File: src/hdl/scl_pkg.sv
// ----------------------------------------------------------------------------
// scl_pkg
// shared constants, types and default rom for the security class lookup
// ----------------------------------------------------------------------------
package scl_pkg;

	localparam int EXPLICIT_DEPTH = 16;
	localparam int ADDR_W = (EXPLICIT_DEPTH > 1) ? $clog2(EXPLICIT_DEPTH) : 1;
	localparam int LIM_W = $clog2(EXPLICIT_DEPTH + 1);

	localparam int COUNT_W = 5;
	localparam int INDEX_W = 4;
	localparam int OID_W = 16;
	localparam int MODEL_W = 16;
	localparam int KIND_W = 3;
	localparam int CLASS_W = 4;
	localparam int ROM_SIZE = 33;

	localparam logic CMD_WRITE = 1'b0;
	localparam logic CMD_LOOKUP = 1'b1;

	localparam logic [KIND_W-1:0] KIND_GET = 3'd0;
	localparam logic [KIND_W-1:0] KIND_SET = 3'd1;
	localparam logic [KIND_W-1:0] KIND_ACTION = 3'd2;
	localparam logic [KIND_W-1:0] KIND_PROXY = 3'd3;

	localparam logic [CLASS_W-1:0] CLASS_NONE = 4'd15;
	localparam logic [CLASS_W-1:0] CLASS_GET_DEFAULT = 4'd4;
	localparam logic [CLASS_W-1:0] CLASS_OTHER_DEFAULT = 4'd1;
	localparam logic [CLASS_W-1:0] CLASS_DENIED = 4'd0;

	typedef struct packed {
		logic [OID_W-1:0] oid;
		logic [MODEL_W-1:0] model;
		logic [1:0] nib;
	} rom_row_t;

	typedef struct packed {
		logic found;
		logic [MODEL_W-1:0] model;
	} scl_match_t;

	typedef struct packed {
		logic done;
		logic found;
		logic [MODEL_W-1:0] model;
	} scl_scan_rsp_t;

	localparam rom_row_t ROM_TAB [ROM_SIZE] = '{
		'{16'h0FFF, 16'h8004, 2'd3}, '{16'h1FFF, 16'h4000, 2'd3},
		'{16'h202C, 16'h8004, 2'd0}, '{16'h202F, 16'h4180, 2'd0},
		'{16'h2FFF, 16'h4040, 2'd3}, '{16'h3FFF, 16'h4110, 2'd3},
		'{16'h4000, 16'h8184, 2'd0}, '{16'h4001, 16'h8104, 2'd0},
		'{16'h4002, 16'h8404, 2'd0}, '{16'h4003, 16'h4400, 2'd0},
		'{16'h400A, 16'h4500, 2'd0}, '{16'h400B, 16'h4500, 2'd0},
		'{16'h401C, 16'h4500, 2'd0}, '{16'h401D, 16'h4500, 2'd0},
		'{16'h401E, 16'h4500, 2'd0}, '{16'h4018, 16'h4000, 2'd0},
		'{16'h4019, 16'h4500, 2'd0}, '{16'h401A, 16'h4000, 2'd0},
		'{16'h401B, 16'h4500, 2'd0}, '{16'h4111, 16'h8104, 2'd0},
		'{16'h4FFF, 16'h4110, 2'd3}, '{16'h5000, 16'h4140, 2'd2},
		'{16'h50FF, 16'h4110, 2'd2}, '{16'h60FF, 16'h8887, 2'd2},
		'{16'h70FF, 16'h8085, 2'd2}, '{16'h80FF, 16'h4110, 2'd2},
		'{16'hF000, 16'h8110, 2'd0}, '{16'hF001, 16'h8220, 2'd0},
		'{16'hF002, 16'h8880, 2'd0}, '{16'hF100, 16'h8414, 2'd0},
		'{16'hF101, 16'h8124, 2'd0}, '{16'hF2FF, 16'h8887, 2'd2},
		'{16'hFFFF, 16'h8887, 2'd2}
	};

	// keeps the nibbles above the low n nibbles
	function automatic logic [OID_W-1:0] nib_mask(logic [1:0] n);
		return 16'hFFFF << {n, 2'b00};
	endfunction

endpackage

File: src/hdl/scl_item_if.sv
// ----------------------------------------------------------------------------
// scl_item_if
// input channel: one command word per handshake
// ----------------------------------------------------------------------------
interface scl_item_if;
	logic valid;
	logic ready;
	logic command;
	logic [scl_pkg::INDEX_W-1:0] entry_index;
	logic [scl_pkg::OID_W-1:0] entry_object;
	logic [scl_pkg::MODEL_W-1:0] entry_model;
	logic [scl_pkg::OID_W-1:0] object_id;
	logic [scl_pkg::KIND_W-1:0] access_kind;
	logic is_last;

	modport source (
		output valid, command, entry_index, entry_object, entry_model,
		output object_id, access_kind, is_last,
		input ready
	);

	modport sink (
		input valid, command, entry_index, entry_object, entry_model,
		input object_id, access_kind, is_last,
		output ready
	);
endinterface

File: src/hdl/scl_result_if.sv
// ----------------------------------------------------------------------------
// scl_result_if
// output channel: one result word per request list
// ----------------------------------------------------------------------------
interface scl_result_if;
	logic valid;
	logic ready;
	logic [scl_pkg::CLASS_W-1:0] security_class;
	logic kind_invalid;

	modport source (
		output valid, security_class, kind_invalid,
		input ready
	);

	modport sink (
		input valid, security_class, kind_invalid,
		output ready
	);
endinterface

File: src/hdl/scl_default_rom.sv
// ----------------------------------------------------------------------------
// scl_default_rom
// parallel match of one object id against the built-in default entries
// ----------------------------------------------------------------------------
module scl_default_rom (
	input logic clk,
	input logic start,
	input logic [scl_pkg::OID_W-1:0] object_id,
	output scl_pkg::scl_match_t match
);
	import scl_pkg::*;

	logic [ROM_SIZE-1:0] hit;
	logic [3:0] fnd;
	logic [MODEL_W-1:0] mdl [4];
	scl_match_t match_d;
	scl_match_t match_q;

	always_comb begin
		for (int i = 0; i < ROM_SIZE; i++) begin
			hit[i] = ((object_id ^ ROM_TAB[i].oid) & nib_mask(ROM_TAB[i].nib)) == '0;
		end
	end

	// first hit per mask size
	always_comb begin
		for (int n = 0; n < 4; n++) begin
			fnd[n] = 1'b0;
			mdl[n] = '0;
			for (int i = ROM_SIZE - 1; i >= 0; i--) begin
				if (hit[i] && ROM_TAB[i].nib == 2'(n)) begin
					fnd[n] = 1'b1;
					mdl[n] = ROM_TAB[i].model;
				end
			end
		end
	end

	always_comb begin
		priority if (fnd[0]) begin
			match_d = '{found: 1'b1, model: mdl[0]};
		end else if (fnd[1]) begin
			match_d = '{found: (mdl[1] != '0), model: mdl[1]};
		end else if (fnd[2]) begin
			match_d = '{found: (mdl[2] != '0), model: mdl[2]};
		end else if (fnd[3]) begin
			match_d = '{found: (mdl[3] != '0), model: mdl[3]};
		end else begin
			match_d = '{found: 1'b0, model: '0};
		end
	end

	always_ff @(posedge clk) begin
		if (start) begin
			match_q <= match_d;
		end
	end

	assign match = match_q;
endmodule

File: src/hdl/scl_explicit_scan.sv
// ----------------------------------------------------------------------------
// scl_explicit_scan
// explicit table memory and the sequencer that scans it one slot per cycle
// ----------------------------------------------------------------------------
module scl_explicit_scan (
	input logic clk,
	input logic arst_n,
	input logic wr_en,
	input logic [scl_pkg::INDEX_W-1:0] wr_index,
	input logic [scl_pkg::OID_W-1:0] wr_object,
	input logic [scl_pkg::MODEL_W-1:0] wr_model,
	input logic start,
	input logic [scl_pkg::OID_W-1:0] object_id,
	input logic [scl_pkg::COUNT_W-1:0] count,
	output scl_pkg::scl_scan_rsp_t rsp
);
	import scl_pkg::*;

	typedef enum logic {ST_IDLE, ST_SCAN} state_t;

	state_t state_q;
	logic [OID_W+MODEL_W-1:0] mem [EXPLICIT_DEPTH];
	logic [OID_W+MODEL_W-1:0] rd_data_s1;
	logic [OID_W-1:0] oid_q;
	logic [LIM_W-1:0] lim;
	logic [LIM_W-1:0] lim_q;
	logic [LIM_W-1:0] nxt_q;
	logic valid_s1;
	logic last_s1;
	logic hit;
	logic finish;
	logic rd_en;
	logic [ADDR_W-1:0] rd_addr;

	assign lim = (32'(count) > EXPLICIT_DEPTH) ? LIM_W'(EXPLICIT_DEPTH) : LIM_W'(count);
	assign hit = valid_s1 && (rd_data_s1[OID_W+MODEL_W-1:MODEL_W] == oid_q);
	assign finish = (state_q == ST_SCAN) && (!valid_s1 || hit || last_s1);

	always_comb begin
		unique case (state_q)
			ST_IDLE: begin
				rd_en = start && (lim != '0);
				rd_addr = '0;
			end
			ST_SCAN: begin
				rd_en = !finish && (nxt_q < lim_q);
				rd_addr = nxt_q[ADDR_W-1:0];
			end
			default: begin
				rd_en = 1'b0;
				rd_addr = '0;
			end
		endcase
	end

	// writes only arrive between lookups, so no read can meet a write
	always_ff @(posedge clk) begin
		if (wr_en && (32'(wr_index) < EXPLICIT_DEPTH)) begin
			mem[ADDR_W'(wr_index)] <= {wr_object, wr_model};
		end
		if (rd_en) begin
			rd_data_s1 <= mem[rd_addr];
		end
	end

	always_ff @(posedge clk) begin
		if (state_q == ST_IDLE && start) begin
			oid_q <= object_id;
			lim_q <= lim;
		end
	end

	always_ff @(posedge clk or negedge arst_n) begin
		if (!arst_n) begin
			state_q <= ST_IDLE;
			nxt_q <= '0;
			valid_s1 <= 1'b0;
			last_s1 <= 1'b0;
		end else begin
			unique case (state_q)
				ST_IDLE: begin
					if (start) begin
						state_q <= ST_SCAN;
						nxt_q <= LIM_W'(1);
						valid_s1 <= (lim != '0);
						last_s1 <= (lim == LIM_W'(1));
					end else begin
						valid_s1 <= 1'b0;
					end
				end
				ST_SCAN: begin
					if (finish) begin
						state_q <= ST_IDLE;
						valid_s1 <= 1'b0;
					end else begin
						valid_s1 <= rd_en;
						last_s1 <= (nxt_q + LIM_W'(1)) == lim_q;
						nxt_q <= nxt_q + LIM_W'(1);
					end
				end
				default: begin
					state_q <= ST_IDLE;
				end
			endcase
		end
	end

	assign rsp.done = finish;
	assign rsp.found = hit;
	assign rsp.model = rd_data_s1[MODEL_W-1:0];
endmodule

File: src/hdl/security_class_lookup.sv
// ----------------------------------------------------------------------------
// security_class_lookup
// classifies the objects of a request list and returns the strictest class
// ----------------------------------------------------------------------------
// channel  dir  words
// item     in   table write (command 0) or one list object (command 1)
// result   out  security_class, kind_invalid, one per list
// cfg      in   explicit_count, write only
//
// a table write or an object with an invalid kind needs no scan; any other object
// scans the explicit slots in order, up to min(count,16), stopping at the first hit
// the object marked last then passes through ST_PUSH to load the result register
// default entries are matched in parallel during the scan
// reset leaves the table contents undefined; no clearing pass
// a held result stalls the block only when the next list ends
module security_class_lookup (
	input logic clk,
	input logic arst_n,
	scl_item_if.sink item,
	scl_result_if.source result,
	input logic cfg_we,
	input logic [scl_pkg::COUNT_W-1:0] cfg_wdata
);
	import scl_pkg::*;

	typedef enum logic [1:0] {ST_IDLE, ST_LOOK, ST_PUSH} state_t;

	state_t state_q;
	logic [COUNT_W-1:0] count_q;
	logic [CLASS_W-1:0] min_q;
	logic err_q;
	logic [KIND_W-1:0] kind_q;
	logic last_q;
	logic [CLASS_W-1:0] res_class_q;
	logic res_inv_q;
	logic out_valid_q;
	logic [CLASS_W-1:0] out_class_q;
	logic out_inv_q;

	logic accept;
	logic wr_en;
	logic kind_bad;
	logic start;
	logic load_out;
	scl_scan_rsp_t scan_rsp;
	scl_match_t rom_match;
	logic found_any;
	logic [MODEL_W-1:0] model_sel;
	logic [CLASS_W-1:0] cls;
	logic [CLASS_W-1:0] new_min;
	logic [CLASS_W-1:0] fin_class;

	function automatic logic [CLASS_W-1:0] pick_nibble(logic [MODEL_W-1:0] model,
			logic [KIND_W-1:0] kind);
		logic [CLASS_W-1:0] nib;
		unique case (kind)
			KIND_GET: nib = model[15:12];
			KIND_SET: nib = model[11:8];
			KIND_ACTION: nib = model[7:4];
			default: nib = model[3:0];
		endcase
		return nib;
	endfunction

	assign item.ready = (state_q == ST_IDLE);
	assign accept = item.valid && item.ready;
	assign wr_en = accept && (item.command == CMD_WRITE);
	assign kind_bad = item.access_kind > KIND_PROXY;
	assign start = accept && (item.command == CMD_LOOKUP) && !kind_bad;
	assign load_out = (state_q == ST_PUSH) && (!out_valid_q || result.ready);

	scl_explicit_scan u_scan (
		.clk(clk),
		.arst_n(arst_n),
		.wr_en(wr_en),
		.wr_index(item.entry_index),
		.wr_object(item.entry_object),
		.wr_model(item.entry_model),
		.start(start),
		.object_id(item.object_id),
		.count(count_q),
		.rsp(scan_rsp)
	);

	scl_default_rom u_rom (
		.clk(clk),
		.start(start),
		.object_id(item.object_id),
		.match(rom_match)
	);

	// explicit hit wins over the default entries
	assign found_any = scan_rsp.found || rom_match.found;
	assign model_sel = scan_rsp.found ? scan_rsp.model : rom_match.model;
	assign cls = pick_nibble(model_sel, kind_q);
	assign new_min = (found_any && (cls < min_q)) ? cls : min_q;

	always_comb begin
		if (err_q) begin
			fin_class = CLASS_DENIED;
		end else if (new_min != CLASS_NONE) begin
			fin_class = new_min;
		end else if (kind_q == KIND_GET) begin
			fin_class = CLASS_GET_DEFAULT;
		end else begin
			fin_class = CLASS_OTHER_DEFAULT;
		end
	end

	always_ff @(posedge clk or negedge arst_n) begin
		if (!arst_n) begin
			state_q <= ST_IDLE;
			count_q <= '0;
			min_q <= CLASS_NONE;
			err_q <= 1'b0;
			kind_q <= KIND_GET;
			last_q <= 1'b0;
			res_class_q <= '0;
			res_inv_q <= 1'b0;
			out_valid_q <= 1'b0;
			out_class_q <= '0;
			out_inv_q <= 1'b0;
		end else begin
			if (cfg_we) begin
				count_q <= cfg_wdata;
			end
			if (load_out) begin
				out_valid_q <= 1'b1;
			end else if (result.ready) begin
				out_valid_q <= 1'b0;
			end
			unique case (state_q)
				ST_IDLE: begin
					if (accept && item.command == CMD_LOOKUP) begin
						kind_q <= item.access_kind;
						last_q <= item.is_last;
						if (!kind_bad) begin
							state_q <= ST_LOOK;
						end else if (item.is_last) begin
							res_class_q <= CLASS_DENIED;
							res_inv_q <= 1'b1;
							min_q <= CLASS_NONE;
							err_q <= 1'b0;
							state_q <= ST_PUSH;
						end else begin
							err_q <= 1'b1;
						end
					end
				end
				ST_LOOK: begin
					if (scan_rsp.done) begin
						if (last_q) begin
							res_class_q <= fin_class;
							res_inv_q <= err_q;
							min_q <= CLASS_NONE;
							err_q <= 1'b0;
							state_q <= ST_PUSH;
						end else begin
							min_q <= new_min;
							state_q <= ST_IDLE;
						end
					end
				end
				ST_PUSH: begin
					if (load_out) begin
						out_class_q <= res_class_q;
						out_inv_q <= res_inv_q;
						state_q <= ST_IDLE;
					end
				end
				default: begin
					state_q <= ST_IDLE;
				end
			endcase
		end
	end

	assign result.valid = out_valid_q;
	assign result.security_class = out_class_q;
	assign result.kind_invalid = out_inv_q;
endmodule

File: src/flat_wrapper.sv
// flat-port wrapper written by rule: the top's interface ports become plain ports
module security_class_lookup_flat import scl_pkg::*;
  (clk, arst_n, cfg_we, cfg_wdata, item_valid, item_command, item_entry_index, item_entry_object, item_entry_model, item_object_id, item_access_kind, item_is_last, item_ready, result_valid, result_security_class, result_kind_invalid, result_ready);
  scl_item_if item_i ();
  scl_result_if result_i ();
  input logic clk;
  input logic arst_n;
  input logic cfg_we;
  input logic [scl_pkg::COUNT_W-1:0] cfg_wdata;
  input wire logic [$bits(item_i.valid)-1:0] item_valid;
  input wire logic [$bits(item_i.command)-1:0] item_command;
  input wire logic [$bits(item_i.entry_index)-1:0] item_entry_index;
  input wire logic [$bits(item_i.entry_object)-1:0] item_entry_object;
  input wire logic [$bits(item_i.entry_model)-1:0] item_entry_model;
  input wire logic [$bits(item_i.object_id)-1:0] item_object_id;
  input wire logic [$bits(item_i.access_kind)-1:0] item_access_kind;
  input wire logic [$bits(item_i.is_last)-1:0] item_is_last;
  output wire logic [$bits(item_i.ready)-1:0] item_ready;
  output wire logic [$bits(result_i.valid)-1:0] result_valid;
  output wire logic [$bits(result_i.security_class)-1:0] result_security_class;
  output wire logic [$bits(result_i.kind_invalid)-1:0] result_kind_invalid;
  input wire logic [$bits(result_i.ready)-1:0] result_ready;
  assign item_i.valid = item_valid;
  assign item_i.command = item_command;
  assign item_i.entry_index = item_entry_index;
  assign item_i.entry_object = item_entry_object;
  assign item_i.entry_model = item_entry_model;
  assign item_i.object_id = item_object_id;
  assign item_i.access_kind = item_access_kind;
  assign item_i.is_last = item_is_last;
  assign item_ready = item_i.ready;
  assign result_valid = result_i.valid;
  assign result_security_class = result_i.security_class;
  assign result_kind_invalid = result_i.kind_invalid;
  assign result_i.ready = result_ready;
  security_class_lookup u_core (.clk(clk), .arst_n(arst_n), .item(item_i), .result(result_i), .cfg_we(cfg_we), .cfg_wdata(cfg_wdata));
endmodule
File: config.mk
export PLATFORM = sky130hd
export DESIGN_NAME = security_class_lookup_flat
export DESIGN_NICKNAME = d
export VERILOG_FILES = /design/src/hdl/scl_pkg.sv /design/src/hdl/scl_item_if.sv /design/src/hdl/scl_result_if.sv /design/src/hdl/scl_default_rom.sv /design/src/hdl/scl_explicit_scan.sv /design/src/hdl/security_class_lookup.sv /design/src/flat_wrapper.sv
export SDC_FILE = /design/constraint.sdc
export NUM_CORES = 1
export LEC_CHECK = 0
export BUFFER_PORTS_ARGS = -buffer_cell sky130_fd_sc_hd__buf_2
export CORE_ASPECT_RATIO = 1.75
export CORE_MARGIN = 2
export CORE_UTILIZATION = 62
export CTS_BUF_LIST = sky130_fd_sc_hd__clkbuf_16
export DETAILED_ROUTE_END_ITERATION = 10
export HOLD_SLACK_MARGIN = 0.12
export PLACE_DENSITY = 0.81
export SKIP_LAST_GASP = 1
export SLEW_MARGIN = 5
export SYNTH_ARGS = -nofsm -noshare
export SYNTH_HDL_FRONTEND = slang
export SYNTH_SLANG_ARGS = --single-unit
File: constraint.sdc
create_clock -name clk -period 5.38 [get_ports clk]
set_input_delay 1.076 -clock clk [delete_from_list [all_inputs] [get_ports clk]]
set_output_delay 1.076 -clock clk [all_outputs]
set_load 0.005 [all_outputs]
Word-level counts from Yosys, hierarchy flattened

Memory sizes are Yosys's and may differ from the RTL's. A register that Yosys moved wholly into a read port is not among the register bits.
Index checks and enable logic that the tools add are counted.

Register bits: 73
Latch bits: 0
Memory bits (writable): 512
ROM bits: 0
Input port bits: 67
Output and inout port bits: 7
Logic and storage cells: 267
Memories: 1

Add/sub/neg operators: 1
$mul: 0
Div/mod/pow operators: 0
Magnitude comparators: 4
Eq/ne operators: 17
Shift operators: 0
Mux-type cells: 125
Bitwise logic cells: 34
Reduce and logical (&&, ||, !) cells: 66

Memory list:

| name              | depth | bits a word | read ports | clocked after memory_dff | write ports | RTL line                | RTL |
|---|---|---|---|---|---|---|---|
| u_core.u_scan.mem | 16    | 32          | 1          | 1                        | 1           | scl_explicit_scan.sv:22 | `logic [OID_W+MODEL_W-1:0] mem [EXPLICIT_DEPTH];` |

Operators by type and width:

| operator                              | number |
|---|---|
| 16-bit zero test                      | 33 |
| 16-bit two-way mux                    | 31 |
| 15-bit two-way mux                    | 4 |
| 1-bit two-way mux                     | 53 |
| 4-bit two-way mux                     | 13 |
| 13-bit inverter                       | 4 |
| 17-bit two-way mux                    | 2 |
| 16-bit nonzero test                   | 2 |
| 5-bit inverter                        | 6 |
| 4-bit inverter                        | 7 |
| 4-bit one-hot mux with 2 select lines | 3 |
| 10-bit inverter                       | 2 |
| 16-bit == test                        | 1 |
| 16-bit inverter                       | 1 |
| 5-bit two-way mux                     | 3 |
| 14-bit inverter                       | 1 |
| 2-bit two-way mux                     | 6 |
| 2-bit != test, second input constant  | 6 |
| 6-bit inverter                        | 2 |
| 1-bit one-hot mux with 2 select lines | 6 |
| 4-bit one-hot mux with 3 select lines | 1 |
| 1-bit logical AND                     | 11 |
| 11-bit inverter                       | 1 |
| 5-bit one-hot mux with 2 select lines | 1 |
| 30 further kinds                      | 47 |

Longest topological paths before layout

Gate-level depths: netlist of the first run.

Depth after elaboration: 24
Mapped depth: 16
Mapped depth without buffers: 15

Hierarchy

From an unflattened synthesis of the first run, not the netlist that was laid out.

Cells, all modules: 1616
Area total of the unflattened synthesis: 25624.6 µm²

Modules (own cells, without submodules):

| module                | instances | cells an instance | area an instance (µm²) | seq. area each (µm²) |
|---|---|---|---|---|
| scl_explicit_scan     | 1         | 1297              | 22654.2                | 17166.5 |
| security_class_lookup | 1         | 179               | 1730.4                 | 680.7 |
| scl_default_rom       | 1         | 140               | 1239.9                 | 420.4 |

Worst setup path after synthesis of the first run

OpenSTA, ideal clock, no wires.

Path type: register to register
From: register u_core.u_scan.nxt_q[0]
To: register u_core.u_scan.rd_data_s1[0], read port of u_core.u_scan.mem (enable)
Setup time: 0.472 ns
Arrival: 4.224 ns
Data required time: 4.908 ns
Path slack: 0.684 ns
Cell stages (with the launch flop): 12
Period minus slack after synthesis: 4.696 ns
Cells stage by stage: dfrtp_1 -> clkbuf_1 -> clkinv_1 -> clkbuf_1 -> clkbuf_1 -> ha_1 -> nor2b_1 -> o21ai_0 -> nand2b_1 -> a21oi_1 -> nor2b_1 -> o32ai_1

Word-level cells in the longest chain between the ends: 3
Elaborated cells between the ends (all ways): 4
Those cells by class: 1 x order compare; 2 x mux; 1 x reduce/logical

RTL lines:

| item                                  | RTL line                | RTL |
|---|---|---|
| start, declared                       | scl_explicit_scan.sv:27 | `logic [LIM_W-1:0] nxt_q;` |
| start signal, assigned                | scl_explicit_scan.sv:98 | `nxt_q <= nxt_q + LIM_W'(1);` |
| 5-bit less-than comparator            | scl_explicit_scan.sv:46 | `rd_en = !finish && (nxt_q < lim_q);` |
| 1-bit logical AND                     | scl_explicit_scan.sv:46 |  |
| 1-bit one-hot mux with 2 select lines | scl_explicit_scan.sv:40 | `unique case (state_q)` |
| named net u_core.u_scan.rd_en         | scl_explicit_scan.sv:32 | `logic rd_en;` |
| end, declared                         | scl_explicit_scan.sv:23 | `logic [OID_W+MODEL_W-1:0] rd_data_s1;` |

The timed path passes the listed nets, and every way through them passes these cells.
A chain may end at the register's enable or synchronous reset.

Worst setup path after layout of the first run

From: register u_core.u_scan.oid_q[9]
To: register u_core.res_class_q[0]

Word-level cells in the longest chain between the ends: 13
Elaborated cells between the ends (all ways): 19
Those cells by class: 1 x order compare; 3 x eq/ne; 8 x mux; 7 x reduce/logical

RTL lines:

| item                                  | RTL line                     | RTL |
|---|---|---|
| start, declared                       | scl_explicit_scan.sv:24      | `logic [OID_W-1:0] oid_q;` |
| start signal, assigned                | scl_explicit_scan.sv:68      | `oid_q <= object_id;` |
| 16-bit == test *                      | scl_explicit_scan.sv:36      | `assign hit = valid_s1 && (rd_data_s1[OID_W+MODEL_W-1:MODEL_W] == oid_q);` |
| 1-bit logical AND *                   | scl_explicit_scan.sv:36      |  |
| 16-bit two-way mux                    | security_class_lookup.sv:94  | `assign model_sel = scan_rsp.found ? scan_rsp.model : rom_match.model;` |
| 4-bit one-hot mux with 3 select lines | security_class_lookup.sv:56  | `unique case (kind)` |
| 4-bit less-than comparator            | security_class_lookup.sv:96  | `assign new_min = (found_any && (cls < min_q)) ? cls : min_q;` |
| 1-bit logical AND                     | security_class_lookup.sv:96  |  |
| 4-bit two-way mux                     | security_class_lookup.sv:96  |  |
| 4-bit != test                         | security_class_lookup.sv:101 | `end else if (new_min != CLASS_NONE) begin` |
| 4-bit two-way mux                     | security_class_lookup.sv:101 |  |
| 4-bit two-way mux                     | security_class_lookup.sv:99  | `if (err_q) begin` |
| 4-bit two-way mux                     | security_class_lookup.sv:152 | `if (last_q) begin` |
| 4-bit two-way mux                     | security_class_lookup.sv:151 | `if (scan_rsp.done) begin` |
| 4-bit one-hot mux with 2 select lines | security_class_lookup.sv:132 | `unique case (state_q)` |
| end signal, assigned                  | security_class_lookup.sv:153 | `res_class_q <= fin_class;` |
| end, declared                         | security_class_lookup.sv:34  | `logic [CLASS_W-1:0] res_class_q;` |

Every way passes the cells marked *; elsewhere a longest branch is shown, timed or not. The select of a mux whose other input is x is not followed.

==> run_results.csv, run 1 <==
group,metric,value,unit
worst_setup_path,r2r_slack,0.83,ns
synth,synth_most_common_cell,"edfxtp_1",
layout,area_delta_synth_final,10.8,%
timing,worst_pin_slew,1.27,ns
cts,root_buffer,"clkbuf_16",
timing,fin_crit,4.55,ns
timing,hold_violations,0,
synth,synth_nets,1750,
die,die-height,271,µm
pwr,power_density,392,nW/µm²
worst_setup_path,max_stage_delay,0.53,ns
die,die_area,42500,µm²
synth,syn_area,25300,µm²
place,port_buffers,73,
drt,drt-pass1-iter-count,6,
timing,rsz0062_at_grt,"false",
worst_setup_path,cpLargestDelayFamily,"compound AO/OA/AOI/OAI gates",
die,design.core.area,40200,µm²
worst_setup_path,critPathLaunchType,"flip-flop",
worst_setup_path,crit_fanout,5,
synth,yosys-top-cells-count,"edfxtp_1 (579), o21ai_0 (147), a21oi_1 (117), mux2_2 (109), mux2i_1 (100)",
synth,synth_edf_count,579,
synth,async_flop_share,0.0570,
flow_run,drv_cap,0,
cts,ctsResizeCount,0,
cts,cts_sinks,614,
timing,hold_slack,0.504,ns
grt,top_usage_layer,"met2",
synth,yosysUniqueCellTypes,70,
cts,cts_hold_buf,0,
timing,finalMaxSlewViolations,0,
worst_setup_path,r2r-end,"u_core.res_class_q[0]",
worst_setup_path,crit_type,"reg2reg",
synth,yosysSeqAreaShare,0.722,
drt,drtIter0Drc,1966,
synth,yosysTopAreaCell,"edfxtp_1",
layout,fin_nets,1818,
place,gp_congestion,0.854,
cts,cts_buffers,51,
worst_setup_path,cp_slowest_cell,"nor4_1",
die,fp.dieW,157,µm
worst_setup_path,crit_buf_inv,1,
drt,wire_per_inst,26.2,µm
worst_setup_path,required,5.84,ns
timing,fin_skew,0.0242,ns
hold_path,hp-start,"u_core.res_inv_q",
timing,relSlewSlack,0.151,
timing,timing.setup.tns,0,ns
timing,finalSetupViolations,0,
drt,wirelength,60.9,mm
grt,grt_max_degree,66,
grt,antenna_found_initial,3,
cts,cts_max_level,2,
grt,grt_pass1_vias,15800,
worst_setup_path,arrival,5.01,ns
synth,ys_ff_latch,614,
cts,cts.clk_slew.worst_paths,0.07,ns
drt,viasPerCell,6.65,
timing,max_freq,220,MHz
layout,fin_area,28000,µm²
synth,synth_area_leaders,"edfxtp_1 (69%), mux2_2 (4.9%), mux2i_1 (4.0%), dfrtp_1 (3.1%), o21ai_0 (2.9%)",
place,place_worst_setup_slack,0.912,ns
synth,syn-instance-count,1674,
grt,grt_use_met2,0.510,
timing,fin_ws,0.827,ns
drt,vias,15500,
die,io_pins,74,
cts,cts_buffer_depth,3,
drt,final_antenna_net_count,0,
grt,grt_pass1_wl,91.6,mm
die,start_util,0.630,
worst_setup_path,r2r_start,"u_core.u_scan.oid_q[9]",
grt,grt-ovfl-total,0,
layout,layout-drive-gt1-share,0.190,
timing,fin_crit_sh,0.846,
die,rows,97,
worst_setup_path,endpoint_kind,"flip-flop",
grt,use_met1,0.344,
hold_path,hold_class,"reg2reg",
cts,tritoncts,"yes",
place,hpwl,36.2,mm
grt,grtUsageTotal,0.289,
cts,post-cts-setup-buffers,0,
cts,clk_latency,0.59,ns
outcome,outcome,"finished, final reports clean",
place,postPlaceCellArea,26400,µm²
synth,avgSynthCellArea,15.1,µm²
hold_path,holdPathEnd,"u_core.result.kind_invalid",
pwr,power,11.0,mW
pwr,p_leak,9.90,nW
worst_setup_path,path_cells,"xor2_1 -> nor4_1 -> nand4_1 -> a2111oi_0 -> a2111oi_1 -> a311oi_2 -> inv_1 -> ha_1 -> a21oi_1 -> nand3b_1 -> o21ai_1 -> a2bb2oi_1 -> or4_1 -> o2bb2ai_1 -> o31ai_1",
synth,yosysWarnings,0,
synth,synth_top_area_frac,0.688,
synth,synth_ff_type,"edfxtp_1",
pwr,vdd_drop_max,0.296,mV
grt,use_met3,0.0484,
worst_setup_path,rr_worst_depth,15,
drt,route.detailed.drc,0,
hold_path,min_path_cells,1,
[logic make-up (layout without fill, tap and decap cells)]
family,after synthesis,in the layout,synth area share
xor gates and xnor gates,23,23,0.00797
buffers and inverters,126,233,0.0196
DFF,614,614,0.722
adders and majority gates,9,9,0.00445
AOI/OAI and AO/OA,442,442,0.107
and+or+nand+nor,249,249,0.0496
muxes,211,211,0.0893
other,0,1,0
[registers in the layout (all words and copies together), names as in the netlist]
| name | count |
|---|---|
| u_core.count_q | 5 |
| u_core.err_q | 1 |
| u_core.kind_q | 3 |
| u_core.last_q | 1 |
| u_core.min_q | 4 |
| u_core.res_class_q | 4 |
| u_core.res_inv_q | 1 |
| u_core.result.kind_invalid | 1 |
| u_core.result.security_class | 4 |
| u_core.result.valid | 1 |
| u_core.state_q | 2 |
| u_core.u_rom.match | 14 |
| u_core.u_scan.last_s1 | 1 |
| u_core.u_scan.lim_q | 5 |
| u_core.u_scan.mem | 512 |
| u_core.u_scan.nxt_q | 5 |
| u_core.u_scan.oid_q | 16 |
| u_core.u_scan.rd_data_s1 | 32 |
| u_core.u_scan.state_q | 1 |
| u_core.u_scan.valid_s1 | 1 |
[layout by cell type (no fill, tap or decap), drive strengths merged, types with 17 or more instances in the layout]
master,count
a211oi,35
a21oi,117
a221oi,32
a22oi,33
buf,117
clkbuf,52
clkinv,18
dfrtp,31
edfxtp,579
inv,39
mux2,111
mux2i,100
nand2,46
nand3,46
nor2,69
nor3,17
o21ai,148
o22ai,34
xor2,19
[power by group]
group          leakage (nW)  internal [mW]  switching, mW
sequential             5.64           5.41          0.209
clock                 0.808           1.91           1.64
combinational          3.45          0.694           1.11
[worst register-to-register path: cells and delay by family, from the launching register on]
kind / cells / cell delay [ns]
AO/OA/AOI/OAI: 8 / 1.99
XOR/XNOR: 1 / 0.17
adder cells (fa/ha/maj): 1 / 0.24
buffers and inverters: 1 / 0.15
flip-flops: 1 / 0.38
AND/OR/NAND/NOR: 4 / 1.50
[cell type report]
cell class / count / area, µm²
clock inverter: 40 / 288
antenna: 1 / 2.50
inverter: 24 / 90.1
fill: 2519 / 12100
tap: 544 / 681
multi-input combinational: 934 / 6690
clock buffer: 52 / 1300
timing repair buffer: 117 / 696
sequential: 614 / 18300
[worst max path at each step]
stage                                       from                          end  slack [ns]  cells past startpoint
after global routing      u_core.u_scan.oid_q[7]        u_core.res_class_q[0]        0.48                     15
after CTS                 u_core.u_scan.oid_q[9]        u_core.res_class_q[0]        0.88                     15
after global placement    u_core.u_scan.oid_q[9]        u_core.res_class_q[0]        1.08                     15
after floorplan           u_core.u_scan.nxt_q[0]  u_core.u_scan.rd_data_s1[0]        0.68                     11
final                     u_core.u_scan.oid_q[9]        u_core.res_class_q[0]        0.83                     15
after detailed placement  u_core.u_scan.oid_q[9]        u_core.res_class_q[0]        0.91                     15
[per-layer routing]
layer,share of wire,vias up
met2,0.53,845
met4,0.043,4
li1,-,6724
met3,0.082,187
met1,0.34,7716
met5,0.00038,-
[stage by stage]
stage | instances | utilization
finish | 2326 | 0.698
global route | 2326 | 0.698
CTS | 2325 | 0.698
detailed placement | 2233 | 0.658
global placement | 2233 | 0.658
floorplan | 1674 | -
Note: power is estimated with default switching activity, not from simulation.
==> run 2, diff against run 1 <==
clock period = 4.7 ns   (was 5.38 ns; I/O delays follow)
==> run_results.csv, run 2 (synthesis gave the netlist of run 1 again) <==
group,metric,value,unit
drt,dr.max_layer_used,"met5",
place,port_buffers,73,
worst_setup_path,crit_type,"reg2reg",
layout,post-route-util,0.695,
drt,viasPerCell,6.74,
timing,hold_violations,0,
pwr,vdd_drop_max,0.471,mV
drt,drtIter0Drc,2004,
place,hpwl,34.3,mm
cts,cts_buffer_depth,3,
drt,wl_met1,21.6,mm
pwr,power_density,445,nW/µm²
drt,wirelength,61.3,mm
flow_run,drv_cap,0,
hold_path,hold_class,"in2async",
timing,finalMaxSlewViolations,0,
worst_setup_path,endpoint_kind,"flip-flop",
drt,final_antenna_net_count,0,
worst_setup_path,arrival,4.83,ns
cts,cts_max_level,2,
cts,cts_sinks,614,
layout,area_delta_synth_final,10.5,%
layout,top_register,"u_core.u_scan.mem",
timing,timing.setup.tns,0,ns
grt,grt_max_degree,158,
die,rows,97,
grt,grt_pass1_vias,15800,
grt,grt-ovfl-total,0,
drt,route.detailed.drc,0,
die,die-height,271,µm
cts,tritoncts,"yes",
cts,clk_latency,0.59,ns
layout,largest_reg_flops,512,
cts,cts_buffers,50,
drt,drt-pass1-iter-count,5,
worst_setup_path,cp_slowest_cell,"a2111oi_1",
drt,vias,15600,
worst_setup_path,rr_worst_depth,15,
worst_setup_path,path_common_cell,"a2111oi_1",
layout,regArea,18300,µm²
timing,fin_crit_sh,0.932,
grt,antenna_found_initial,6,
worst_setup_path,path_cells,"xor2_1 -> nor4_1 -> nand4_1 -> a2111oi_1 -> a2111oi_1 -> a311oi_2 -> inv_1 -> ha_1 -> a21oi_1 -> nand3b_1 -> o21ai_1 -> a2bb2oi_1 -> or4_1 -> o2bb2ai_1 -> o31ai_1",
cts,post-cts-setup-buffers,0,
die,fp.dieW,157,µm
layout,multi_input_area,6680,µm²
cts,root_buffer,"clkbuf_16",
timing,fin_crit,4.38,ns
drt,dr_wl_met2,32.2,mm
layout,final_cell_mix,"edfxtp_1 (579), o21ai_0 (147), a21oi_1 (117), mux2_2 (109), mux2i_1 (100)",
place,gp_congestion,0.901,
die,die_area,42500,µm²
layout,layout_commonest_cell,"edfxtp_1",
worst_setup_path,critPathLaunchType,"flip-flop",
grt,grt_pass1_wl,91.7,mm
timing,relSlewSlack,0.314,
outcome,outcome,"finished, final reports clean",
worst_setup_path,crit_fanout,5,
timing,max_freq,228,MHz
die,start_util,0.630,
worst_setup_path,max_stage_delay,0.53,ns
timing,finalSetupViolations,0,
timing,fin_skew,0.0170,ns
layout,fill_cells,2509,
layout,layout-drive-gt1-share,0.185,
timing,rsz0062_at_grt,"false",
drt,wire_per_inst,26.4,µm
timing,worst_pin_slew,1.03,ns
grt,grtUsageTotal,0.290,
layout,fin_nets,1816,
die,io_pins,74,
pwr,p_leak,9.86,nW
layout,largestRegisters,"u_core.u_scan.mem x512, u_core.u_scan.rd_data_s1 x32, u_core.u_scan.oid_q x16",
die,design.core.area,40200,µm²
cts,cts.clk_slew.worst_paths,0.07,ns
drt,routed-wl-met3,4.74,mm
worst_setup_path,required,5.15,ns
-- run 2: final timing paths --
kind | from | end | slack (ns)
max | u_core.u_scan.oid_q[9] | u_core.res_class_q[0] | 0.32
min | arst_n | u_core.u_scan.nxt_q[2] | 0.44
max reg2reg | u_core.u_scan.oid_q[9] | u_core.res_class_q[0] | 0.32
min reg2reg | u_core.result.security_class[2] | u_core.result.security_class[2] | 0.50
max in group asynchronous | arst_n | u_core.u_scan.nxt_q[0] | 3.67
min in group clk | u_core.result.security_class[2] | u_core.result.security_class[2] | 0.50
-- run 2: area by class of cell --
type                            count  area share
Sequential cell                   614       0.654
Multi-Input combinational cell    934       0.239
Clock buffer                       51      0.0457
Timing Repair Buffer              116      0.0260
Tap cell                          544      0.0244
Clock inverter                     35     0.00730
Inverter                           24     0.00322
Antenna cell                        2    0.000179
-- run 2: per-stage QoR --
| stage | instances | instance area [µm²] | hold slack [ns] | power (mW) | setup slack [ns] |
|---|---|---|---|---|---|
| after floorplan | 1674 | 25300 | 0.445 | 7.92 | 0.00384 |
| after global placement | 2232 | 26500 | 0.484 | 8.52 | 0.660 |
| after detailed placement | 2232 | 26500 | 0.492 | 8.61 | 0.378 |
| after CTS | 2318 | 27900 | 0.450 | 12.4 | 0.328 |
| after global routing | 2320 | 27900 | 0.490 | 12.9 | 0.0570 |
| final | 2320 | 27900 | 0.442 | 12.4 | 0.321 |
-- run 2: what timing repair did --
item	CTS	global route
gates resized for setup	0	1
hold buffers	0	0
endpoints found under the hold margin	0	0
setup endpoints to repair	0	2
-- run 2: worst max-delay path, delay by kind of cell, from the launching register on --
family,cells,cell delay (ns)
AND/OR/NAND/NOR,4,1.32
buffers and inverters,1,0.11
flip-flops,1,0.39
XOR/XNOR,1,0.17
adder cells (fa/ha/maj),1,0.23
AO/OA/AOI/OAI,8,2.01
-- run 2: routing by layer --
layer,GRT usage,vias up
met4,0.148,4
li1,-,6729
met1,0.353,7803
met3,0.0423,191
met5,0,-
met2,0.503,909
-- run 2: power breakdown --
group          switching [mW]  internal, mW  total [mW]
clock                    1.81          2.06        3.88
combinational            1.31         0.801        2.11
sequential              0.233          6.20        6.43
total                    3.36          9.06        12.4
